[src/sv/nie_pkg.sv]
`timescale 1ns / 1ps

package nie_pkg;

  localparam int MAX_POINTS = 32;
  localparam int FRAC_BITS  = 16;
  localparam int IDX_W      = $clog2(MAX_POINTS);
  localparam int CNT_W      = $clog2(MAX_POINTS + 1);
  localparam int CFG_IDX_W  = 1;

  localparam logic [CFG_IDX_W-1:0] CFG_TARGET = 1'b0;
  localparam logic [CFG_IDX_W-1:0] CFG_METHOD = 1'b1;

  localparam logic [63:0] INT64_MAX = 64'h7FFF_FFFF_FFFF_FFFF;
  localparam logic [63:0] INT64_MIN = 64'h8000_0000_0000_0000;
  localparam logic [63:0] Q_ONE     = 64'd1 << FRAC_BITS;

  typedef enum logic [1:0] {
    METH_AUTO = 2'd0,
    METH_FWD  = 2'd1,
    METH_BWD  = 2'd2,
    METH_DIV  = 2'd3
  } method_e;

  typedef enum logic [1:0] {
    STAT_OK       = 2'd0,
    STAT_ZERO_DIV = 2'd1,
    STAT_SAT      = 2'd2
  } status_e;

  typedef struct packed {
    logic        sat;
    logic [63:0] val;
  } sat_val_t;

  typedef struct packed {
    logic [CNT_W-1:0]   n;
    logic signed [31:0] x0;
    logic signed [31:0] xl;
    logic signed [32:0] h;
    logic               uneven;
  } job_t;

  typedef struct packed {
    logic             we;
    logic [IDX_W-1:0] addr;
    logic [31:0]      x;
    logic [31:0]      y;
  } load_wr_t;

  typedef struct packed {
    logic             we;
    logic [IDX_W-1:0] addr;
    logic [63:0]      data;
  } tbl_wr_t;

  typedef struct packed {
    logic        start;
    logic [63:0] a;
    logic [63:0] b;
  } mul_req_t;

  typedef struct packed {
    logic        done;
    logic        sat;
    logic [63:0] p;
  } mul_rsp_t;

  typedef struct packed {
    logic        start;
    logic        qmode;
    logic [63:0] num;
    logic [63:0] den;
  } div_req_t;

  typedef struct packed {
    logic        done;
    logic        sat;
    logic [63:0] q;
  } div_rsp_t;

  function automatic logic [63:0] mag64(input logic [63:0] a);
    return a[63] ? (64'd0 - a) : a;
  endfunction

  function automatic sat_val_t from_mag(input logic [63:0] m, input logic neg,
                                        input logic over);
    sat_val_t r;
    if (neg) begin
      if (over || (m > INT64_MIN)) begin
        r.sat = 1'b1;
        r.val = INT64_MIN;
      end else begin
        r.sat = 1'b0;
        r.val = 64'd0 - m;
      end
    end else begin
      if (over || m[63]) begin
        r.sat = 1'b1;
        r.val = INT64_MAX;
      end else begin
        r.sat = 1'b0;
        r.val = m;
      end
    end
    return r;
  endfunction

  function automatic sat_val_t sadd(input logic [63:0] a, input logic [63:0] b);
    sat_val_t   r;
    logic [64:0] s;
    s = {a[63], a} + {b[63], b};
    if (s[64] != s[63]) begin
      r.sat = 1'b1;
      r.val = s[64] ? INT64_MIN : INT64_MAX;
    end else begin
      r.sat = 1'b0;
      r.val = s[63:0];
    end
    return r;
  endfunction

  function automatic sat_val_t ssub(input logic [63:0] a, input logic [63:0] b);
    sat_val_t   r;
    logic [64:0] s;
    s = {a[63], a} - {b[63], b};
    if (s[64] != s[63]) begin
      r.sat = 1'b1;
      r.val = s[64] ? INT64_MIN : INT64_MAX;
    end else begin
      r.sat = 1'b0;
      r.val = s[63:0];
    end
    return r;
  endfunction

endpackage

[src/sv/nie_job_fifo.sv]
`timescale 1ns / 1ps

module nie_job_fifo import nie_pkg::*; (
  input  logic clk_i,
  input  logic rst_ni,
  input  logic push_i,
  input  job_t data_i,
  output logic full_o,
  input  logic pop_i,
  output logic empty_o,
  output job_t data_o
);

  localparam int DEPTH = 2;
  localparam int PW    = $clog2(DEPTH);

  job_t          mem_q [DEPTH];
  logic [PW-1:0] wptr_q, rptr_q;
  logic [PW:0]   cnt_q;

  assign full_o  = cnt_q == (PW + 1)'(DEPTH);
  assign empty_o = cnt_q == '0;
  assign data_o  = mem_q[rptr_q];

  always_ff @(posedge clk_i or negedge rst_ni) begin
    if (!rst_ni) begin
      wptr_q <= '0;
      rptr_q <= '0;
      cnt_q  <= '0;
    end else begin
      if (push_i) begin
        wptr_q <= wptr_q + PW'(1);
      end
      if (pop_i) begin
        rptr_q <= rptr_q + PW'(1);
      end
      if (push_i && !pop_i) begin
        cnt_q <= cnt_q + (PW + 1)'(1);
      end else if (pop_i && !push_i) begin
        cnt_q <= cnt_q - (PW + 1)'(1);
      end
    end
  end

  always_ff @(posedge clk_i) begin
    if (push_i) begin
      mem_q[wptr_q] <= data_i;
    end
  end

endmodule

[config.mk]
export PLATFORM = sky130hd
export DESIGN_NAME = nie_job_fifo
export DESIGN_NICKNAME = d
export VERILOG_FILES = /design/src/sv/nie_pkg.sv /design/src/sv/nie_job_fifo.sv
export SDC_FILE = /design/constraint.sdc
export NUM_CORES = 1
export LEC_CHECK = 0
export BUFFER_PORTS_ARGS = -buffer_cell sky130_fd_sc_hd__buf_4
export CAP_MARGIN = 10
export CORE_ASPECT_RATIO = 0.7
export CORE_MARGIN = 3
export CORE_UTILIZATION = 25
export DETAILED_ROUTE_END_ITERATION = 8
export SLEW_MARGIN = 20
export SYNTH_ARGS = -nofsm -noshare
export SYNTH_HDL_FRONTEND = slang
export SYNTH_SLANG_ARGS = --single-unit
[constraint.sdc]
create_clock -name clk_i -period 5.9 [get_ports clk_i]
set_input_delay 1.77 -clock clk_i [delete_from_list [all_inputs] [get_ports clk_i]]
set_output_delay 1.77 -clock clk_i [all_outputs]
set_load 0.1 [all_outputs]
### Word level (Yosys, flattened, before mapping)

Memory sizes are Yosys's and may differ from the RTL's.
Index checks and enable logic that the tools add are counted.

* muxes and demuxes: 4
* equal/unequal tests: 1
* $add $sub $neg: 4
* reductions and logical operators: 6

Operators by type and width (count)
* $mux 2: 2
* $add 1x1->1 const B: 2
* $add 2x1->2 const B: 1
* $eq 2x2->1 const B: 1
* $logic_and 1x1->1: 2
* $logic_not 1->1: 2
* $logic_not 2->1: 1
* $mux 1: 2
* $reduce_bool 2->1: 1
* $sub 2x1->2 const B: 1

* memories kept: 1
* word-level logic and storage cells: 19
* memory bits (writable): 208
* input bits: 108
* output and inout bits: 106
* register bits: 4

Memories
* mem_q: depth 2, bits a word 104, read ports 1, clocked after Yosys merged registers in 0, wr ports 1, line nie_job_fifo.sv:17 `job_t mem_q [DEPTH];`

### Logic depth before layout (Yosys ltp)

Gate-level depths: netlist of the first run.

* word-level depth: 4
* gate-level depth with buffers: 5
* depth with buffers taken out: 5

### Least setup slack after synthesis of the first run

No wires, ideal clock.

* path type: input-to-reg
* start point: in push_i
* end point: mem mem_q[0][0] (netlist bit), enable pin
* setup time: 0.580 ns
* slack: -0.973 ns
* stages: 1
* path buffers: 0
* required time: 5.320 ns
* arrival: 6.293 ns
* cell sequence: nor2b_1

* cells in the longest elaborated chain, start to end: 2

RTL lines
* start, declared: line nie_job_fifo.sv:6 `input logic push_i,`
* $mux 1: line nie_job_fifo.sv:46 `if (push_i) begin`
* $mux 1 (not written as such): line nie_job_fifo.sv:47 `mem_q[wptr_q] <= data_i;`
* end, declared: line nie_job_fifo.sv:17

Every way passes these cells.

==> results of run 1 <==
stage by stage:
stage                     utilization [%]  hold slack (ps)  worst slack [ps]
after floorplan                         -              456               979
after global placement               32.6              489              2320
after detailed placement             32.6              492              2290
after CTS                            34.8              514              1720
after global routing                 34.8              562              1660
final                                34.8              516              1790
kinds of logic after synthesis:
group                      Yosys count  synth area share [%]
xor gates and xnor gates             5                 0.551
adders and majority gates            1                 0.158
buffers and inverters               13                  1.95
DFF                                212                  79.9
muxes                              104                  17.1
and+or+nand+nor                      5                 0.331
worst max path at each step:
stage / start / end / slack, ps / cells past startpoint
floorplan: push_i / mem_q[0][0] / 980 / 1
global placement: rptr_q / data_o[1] / 2320 / 3
detailed placement: rptr_q / data_o[94] / 2290 / 3
CTS: rptr_q / data_o[94] / 1720 / 3
global route: rptr_q / data_o[3] / 1660 / 3
finish: rptr_q / data_o[99] / 1790 / 3
Yosys cell counts, drive strengths merged:
| cell type | instances | area, sq um |
|---|---|---|
| ha | 1 | 12.5 |
| xnor2 | 1 | 8.76 |
| nor2 | 2 | 7.51 |
| mux2 | 104 | 1360 |
| and2 | 1 | 6.26 |
| nor2b | 2 | 12.5 |
| edfxtp | 208 | 6250 |
| inv | 1 | 3.75 |
| xor2 | 4 | 35.0 |
| buf | 12 | 151 |
| dfrtp | 4 | 100 |
routing by layer:
| layer | vias up | GRT usage, % | share of wire [%] |
|---|---|---|---|
| li1 | 1815 | - | - |
| met1 | 1961 | 13.0 | 46 |
| met2 | 139 | 13.9 | 43 |
| met3 | 27 | 3.81 | 8.6 |
| met4 | 0 | 2.25 | 2.4 |
| met5 | - | 0 | 0 |
worst max-delay path, stage by stage, from the launching register on:
cell	delay, ps
dfrtp_4	570
buf_4	580
mux2_2	410
buf_4	230
cell type report:
type                            count  area [sq um]  share of cell area [%]
Clock buffer                       36           644                    6.05
Clock inverter                      5          26.3                   0.247
Inverter                            1          3.75                  0.0352
Multi-Input combinational cell    115          1450                    13.6
Sequential cell                   212          6350                    59.6
Tap cell                          412           515                    4.84
Timing Repair Buffer              219          1660                    15.6
registers in the layout, indices dropped and copies added, names as in the netlist:
signal / cells
mem_q: 208
cnt_q: 2
rptr_q: 1
wptr_q: 1
cells in the final DEF (no fill, tap or decap), drive strengths merged, types with 2 or more instances in the layout:
master	count
nor2b	2
edfxtp	208
nor2	2
dfrtp	4
clkinv	4
buf	219
mux2	104
clkbuf	36
xor2	4
==> run_results.csv, run 1 <==
group,metric,value,unit
global_routing,grt_max_degree,76,
clock_tree,cts.sinks,212,
floorplan,dieHeight,155,um
synth,ys_warn_count,0,
finish,final_cells,1000,
finish,syn_to_final_growth,34.1,%
synth,ys_ff_latch,212,
route,via_per_inst,3.94,
placed_design,gp_congestion,0.697,
timing,rsz0062_at_grt,"false",
global_routing,grt.overflow.total,0,
global_routing,first_global_vias,4146,
timing,worst_pin_slew,837,ps
timing,setup_tns,0,ps
finish,drive_gt1_share,60.4,%
timing,period_needed,4110,ps
global_routing,antenna_found_initial,0,
route,wl_per_cell,16.5,um
floorplan,ioPinCount,214,
timing,setup_viol,0,
setup_path,reg2reg_slack,3910,ps
min_path,hp-start,"cnt_q[1]",
synth,ys_types,15,
clock_tree,root_buffer,"clkbuf_16",
clock_tree,cts_tree,"yes",
setup_path,cp.arrival,2340,ps
min_path,whs_path_depth,1,
finish,stdcell_area,10700,sq um
synth,ys_seq_area_share,79.9,%
setup_path,worstPathMaxFanout,38,
job,cap_violations,0,
route,drt_iter0_drc,223,
route,wl,16.5,mm
setup_path,r2r-start,"wptr_q",
synth,syn-num-nets,449,
setup_path,reg2regPathDepth,2,
clock_tree,clkTransAtPathRegs,60,ps
setup_path,end_kind,"output pin",
floorplan,die_width,219,um
synth,syn_area,7940,sq um
timing,skew,6.63,ps
clock_tree,cts_buffer_depth,3,
clock_tree,postCtsHoldBufs,0,
finish,diodes,0,
setup_path,crit_type,"reg -> out",
clock_tree,cts-htree-levels,1,
global_routing,grt_pass1_wl,24.6,mm
setup_path,cp.required,4130,ps
min_path,min_to,"cnt_q[1]",
placed_design,io_buffers,213,
global_routing,grt_usage,9.40,%
setup_path,worstReg2RegEnd,"mem_q[1][99]",
clock_tree,post_cts_resized,0,
route,drcViolationCount,0,
finish,num-nets-final,681,
floorplan,initial_core_util,25.9,%
timing,max_freq,0.243,GHz
clock_tree,cts_setup_buffers,0,
outcome,status,"complete, no violations",
min_path,min_path_type,"reg -> reg",
finish,nFillCells,2936,
floorplan,rows,53,
timing,slew_violations,0,
placed_design,place_inst,959,
route,dr.pass1.iters,4,
placed_design,dp_hpwl,10.7,mm
setup_path,startpoint_type,"register",
clock_tree,numCtsBuffers,23,
floorplan,dieArea,34000,sq um
timing,fin_crit_sh,69.6,%
floorplan,core_area,30600,sq um
route,drtAntennaViolNets,0,
timing,hold_viol_final,0,
clock_tree,insertion_delay,500,ps
placed_design,placedInstanceArea,9980,sq um
synth,syn_avg_cell_area,23.4,sq um
route,vias,3942,
synth,synth_cells,340,
timing,slew_headroom,44.2,%
Power of run 1 is not shown: default switching activity piles up to over one toggle a cycle in this logic, so the estimate is an artifact.
==> run 2: changes to the inputs <==
--- a/config.mk
+++ b/config.mk
@@ -5,6 +5,7 @@
 export SDC_FILE = /design/constraint.sdc
 export NUM_CORES = 1
 export LEC_CHECK = 0
+export ABC_AREA = 1
 export BUFFER_PORTS_ARGS = -buffer_cell sky130_fd_sc_hd__buf_4
 export CAP_MARGIN = 10
 export CORE_ASPECT_RATIO = 0.7
==> constraint.sdc (replaced) <==
create_clock -name clk_i -period 4.16 [get_ports clk_i]
set_input_delay 1.248 -clock clk_i [delete_from_list [all_inputs] [get_ports clk_i]]
set_output_delay 1.248 -clock clk_i [all_outputs]
set_load 0.1 [all_outputs]
==> run_results.csv, run 2 <==
group,metric,value,unit
clock_tree,cts_buffer_depth,3,
finish,diodes,0,
floorplan,rows,53,
clock_tree,cts_setup_buffers,0,
finish,layout_common_cells,"buf_4 (216), edfxtp_1 (208), mux2_2 (54)",
floorplan,core_area,30700,sq um
clock_tree,numCtsBuffers,23,
timing,setup_tns,0,ps
setup_path,cp.arrival,2260,ps
finish,drive_gt1_share,60.3,%
floorplan,ioPinCount,214,
route,drtAntennaViolNets,0,
clock_tree,root_buffer,"clkbuf_16",
route,wl_per_cell,16.6,um
route,drcViolationCount,0,
clock_tree,postCtsHoldBufs,0,
finish,multi_input_area,1450,sq um
synth,synth-edff-count,208,
synth,ys_seq_area_share,79.7,%
global_routing,first_global_vias,4153,
finish,num-nets-final,690,
synth,yosysTopAreaCell,"edfxtp_1",
route,drt_iter0_drc,230,
route,wl_met3,1.80,mm
synth,synthAdderAreaFrac,0.157,%
timing,skew,13.7,ps
setup_path,startpoint,"rptr_q",
timing,worst_pin_slew,844,ps
setup_path,r2r-start,"wptr_q",
finish,nFillCells,2881,
finish,reg.largest.list,"mem_q (208), cnt_q (2)",
placed_design,gp_congestion,0.707,
route,vias,3970,
min_path,min_path_type,"reg -> reg",
synth,synth.mux.area_fraction,17.1,%
setup_path,end_kind,"output pin",
outcome,status,"complete, no violations",
global_routing,grt_max_degree,62,
min_path,hp-start,"cnt_q[1]",
synth,syn_avg_cell_area,22.8,sq um
synth,synthSimpleGateAreaFrac,0.519,%
clock_tree,clkTransAtPathRegs,60,ps
floorplan,dieHeight,155,um
global_routing,grt_usage,9.34,%
clock_tree,cts-htree-levels,1,
global_routing,grt_pass1_wl,24.1,mm
timing,period_needed,3510,ps
finish,mostFrequentLayoutCell,"buf_4",
clock_tree,insertion_delay,510,ps
job,cap_violations,0,
synth,synth-compound-area-share,0,%
timing,setup_viol,0,
synth,synth_ff_type,"edfxtp_1",
setup_path,crit_type,"reg -> out",
clock_tree,cts_tree,"yes",
floorplan,initial_core_util,25.9,%
global_routing,grt.overflow.total,0,
placed_design,dp_hpwl,11.1,mm
clock_tree,cts.sinks,212,
route,met2_wirelength,7.59,mm
synth,synth_top_family_by_area,"multiplexers",
timing,hold_viol_final,0,
timing,slew_violations,0,
synth,ys_async_sr_fraction,1.89,%
synth,syn-num-nets,458,
route,dr.pass1.iters,4,
setup_path,cp.required,2910,ps
finish,max_flop_register,"mem_q",
synth,ys_top_cells_by_count,"edfxtp_1 (208), mux2_2 (54), mux2_4 (50)",
timing,fin_crit_sh,84.4,%
timing,slew_headroom,43.7,%
setup_path,startpoint_type,"register",
finish,largest_register_ffs,208,
synth,ys_warn_count,0,
finish,syn_to_final_growth,34.4,%
synth,yosysMostFrequentCell,"edfxtp_1",
synth,synth_top_area_share,78.4,%
global_routing,antenna_found_initial,0,
route,via_per_inst,3.94,
route,wirelength_met1,6.99,mm
synth,synth_area_leaders,"edfxtp_1 (78%), mux2_4 (9.4%), mux2_2 (7.6%), buf_12 (1.3%), dfrtp_1 (1.3%)",
setup_path,worstPathMaxFanout,46,
route,top_layer,"met4",
timing,rsz0062_at_grt,"false",
route,wl,16.7,mm
floorplan,dieArea,34100,sq um
finish,regArea,6350,sq um
clock_tree,post_cts_resized,0,
synth,ys_types,16,
floorplan,die_width,219,um
synth,ys_ff_latch,212,
synth,synth_cells,349,
timing,max_freq,0.285,GHz
synth,synth-xor-area-share,0.330,%
synth,syn_area,7960,sq um
placed_design,io_buffers,213,
-- run 2: changes by cell type after synthesis, sizes merged --
cell | before | now
inv | 1 | 7
nand2 | 0 | 5
nor2b | 2 | 0
xor2 | 4 | 2
and2 | 1 | 0
nand3 | 0 | 1
nand4 | 0 | 1
nor2 | 2 | 3
-- run 2: through the flow --
stage          worst slack, ps  std cells  hold WS, ps  area (sq um)  utilization [%]
2_1_floorplan              386        349          463          7970                -
4_1_cts                    550       1007          503         10700             34.9
3_3_place_gp              1140        968          477         10000             32.6
3_5_place_dp              1120        968          485         10000             32.6
5_1_grt                    495       1007          501         10700             34.9
6_report                   648       1007          516         10700             34.9
-- run 2: cells by family after synthesis --
kind of cell  after synthesis
flops                     212
mux                       104
xor+xnor                    3
buf+inv                    19
simple gates               10
fa+ha+maj                   1
-- run 2: worst max-delay path, stage by stage (launching register included) --
cell and delay (ps):
dfrtp_4 760, buf_12 330, mux2_2 410, buf_4 240
-- run 2: final timing paths --
| kind | to | slack (ps) | cells after the start |
|---|---|---|---|
| worst max register to register | mem_q[0][86] | 2540 | 2 |
| worst min register to register | cnt_q[1] | 520 | 2 |
| max in group asynchronous | rptr_q | 3490 | 1 |
| worst max-delay path | data_o[76] | 650 | 3 |
| min in group asynchronous | rptr_q | 540 | 1 |
| worst min-delay path | cnt_q[1] | 520 | 2 |
-- run 2: per-layer routing --
metal,up-vias,global-route usage [%]
li1,1835,-
met1,1948,11.9
met2,162,14.6
met3,25,4.26
met4,0,2.16
met5,-,0
-- run 2: area by class of cell --
type	count	area share, %
inverter	7	0.269
clock inverter	12	0.853
sequential	212	59.3
multi-input combinational	118	13.5
timing repair buffer	219	15.7
clock buffer	27	5.52
tap	412	4.82
Power of run 2 is left out for the same reason.
==> run 3: changes to the inputs <==
==> constraint.sdc (replaced) <==
create_clock -name clk_i -period 3.6 [get_ports clk_i]
set_input_delay 1.08 -clock clk_i [delete_from_list [all_inputs] [get_ports clk_i]]
set_output_delay 1.08 -clock clk_i [all_outputs]
set_load 0.1 [all_outputs]
==> run_results.csv, run 3 (synthesis results as in run 2) <==
group,metric,value,unit
timing,whs,370,ps
finish,max_flop_register,"mem_q",
setup_path,worstReg2RegEnd,"mem_q[1][52]",
placed_design,io_buffers,213,
floorplan,core_area,30700,sq um
setup_path,end_kind,"output pin",
global_routing,grt.overflow.total,0,
finish,regArea,6350,sq um
floorplan,initial_core_util,25.9,%
finish,nFillCells,2917,
outcome,status,"complete, no violations",
timing,period_needed,3370,ps
finish,drive_gt1_share,59.9,%
setup_path,cp.arrival,2290,ps
global_routing,antenna_found_initial,0,
timing,setup_viol,0,
finish,layout_common_cells,"buf_4 (219), edfxtp_1 (208), mux2_2 (54)",
global_routing,grt_usage,9.53,%
setup_path,worstPathMaxFanout,32,
route,dr.pass1.iters,4,
finish,syn_to_final_growth,34.6,%
setup_path,crit_type,"reg -> out",
floorplan,die_width,219,um
finish,diodes,0,
finish,largest_register_ffs,208,
finish,reg.largest.list,"mem_q (208), cnt_q (2)",
timing,fin_crit_sh,93.6,%
timing,skew,13.7,ps
route,vias,3960,
timing,hold_viol_final,0,
timing,max_freq,0.297,GHz
floorplan,ioPinCount,214,
route,wl_per_cell,16.6,um
clock_tree,cts_setup_buffers,0,
clock_tree,post_cts_resized,0,
global_routing,grt_pass1_wl,24.9,mm
floorplan,rows,53,
route,drt_iter0_drc,165,
clock_tree,cts.sinks,212,
timing,slew_violations,0,
clock_tree,cts_tree,"yes",
job,cap_violations,0,
finish,mostFrequentLayoutCell,"buf_4",
route,via_per_inst,3.92,
floorplan,dieHeight,155,um
route,wl,16.8,mm
route,drcViolationCount,0,
clock_tree,insertion_delay,510,ps
setup_path,startpoint_type,"register",
setup_path,reg2reg_slack,2060,ps
setup_path,cp.required,2520,ps
timing,rsz0062_at_grt,"false",
global_routing,first_global_vias,4254,
min_path,min_path_type,"in -> async",
timing,slew_headroom,58.2,%
finish,num-nets-final,693,
global_routing,grt_max_degree,60,
timing,worst_pin_slew,627,ps
clock_tree,numCtsBuffers,23,
clock_tree,cts_buffer_depth,3,
finish,multi_input_area,1450,sq um
setup_path,reg2regPathDepth,3,
clock_tree,cts-htree-levels,1,
clock_tree,clkTransAtPathRegs,50,ps
clock_tree,postCtsHoldBufs,0,
floorplan,dieArea,34100,sq um
clock_tree,root_buffer,"clkbuf_16",
route,drtAntennaViolNets,0,
placed_design,gp_congestion,0.704,
placed_design,dp_hpwl,11.2,mm
setup_path,r2r-start,"wptr_q",
-- run 3: how the worst max path moves through the flow --
stage	start	end	slack, ps	cells after the start
after global placement	rptr_q	data_o[0]	710	3
after detailed placement	rptr_q	data_o[0]	690	3
final	rptr_q	data_o[0]	230	3
after floorplan	push_i	mem_q[1][0]	-6	2
after global routing	rptr_q	data_o[0]	90	3
after CTS	rptr_q	data_o[0]	130	3
-- run 3: per-layer routing --
layer  track usage [%]  vias up  share of wire (%)
met5                 0        -                  0
met4              2.37        0                2.4
met3              4.43       27                 11
met2              14.5      160                 44
met1              12.3     1932                 43
li1                  -     1841                  -
-- run 3: metrics by stage --
stage / instance area (sq um) / cells / TNS [ps] / setup slack, ps / util [%]
after floorplan: 7970 / 349 / -588 / -5.65 / -
after global placement: 10000 / 971 / 0 / 713 / 32.7
after detailed placement: 10000 / 971 / 0 / 689 / 32.7
after CTS: 10700 / 1011 / 0 / 130 / 34.9
after global routing: 10700 / 1011 / 0 / 85.9 / 34.9
final: 10700 / 1011 / 0 / 231 / 34.9
-- run 3: cell type report --
type                            instances  share of cell area, %
Sequential cell                       212                   59.2
Timing Repair Buffer                  222                   15.9
Multi-Input combinational cell        118                   13.5
Clock buffer                           29                   5.58
Tap cell                              412                   4.81
Clock inverter                         11                  0.724
Inverter                                7                  0.268
-- run 3: worst max-delay path: stages (launching register included) --
cell and delay (ps):
dfrtp_4 780, buf_4 370, mux2_2 390, buf_4 240
Power of run 3 is left out for the same reason.
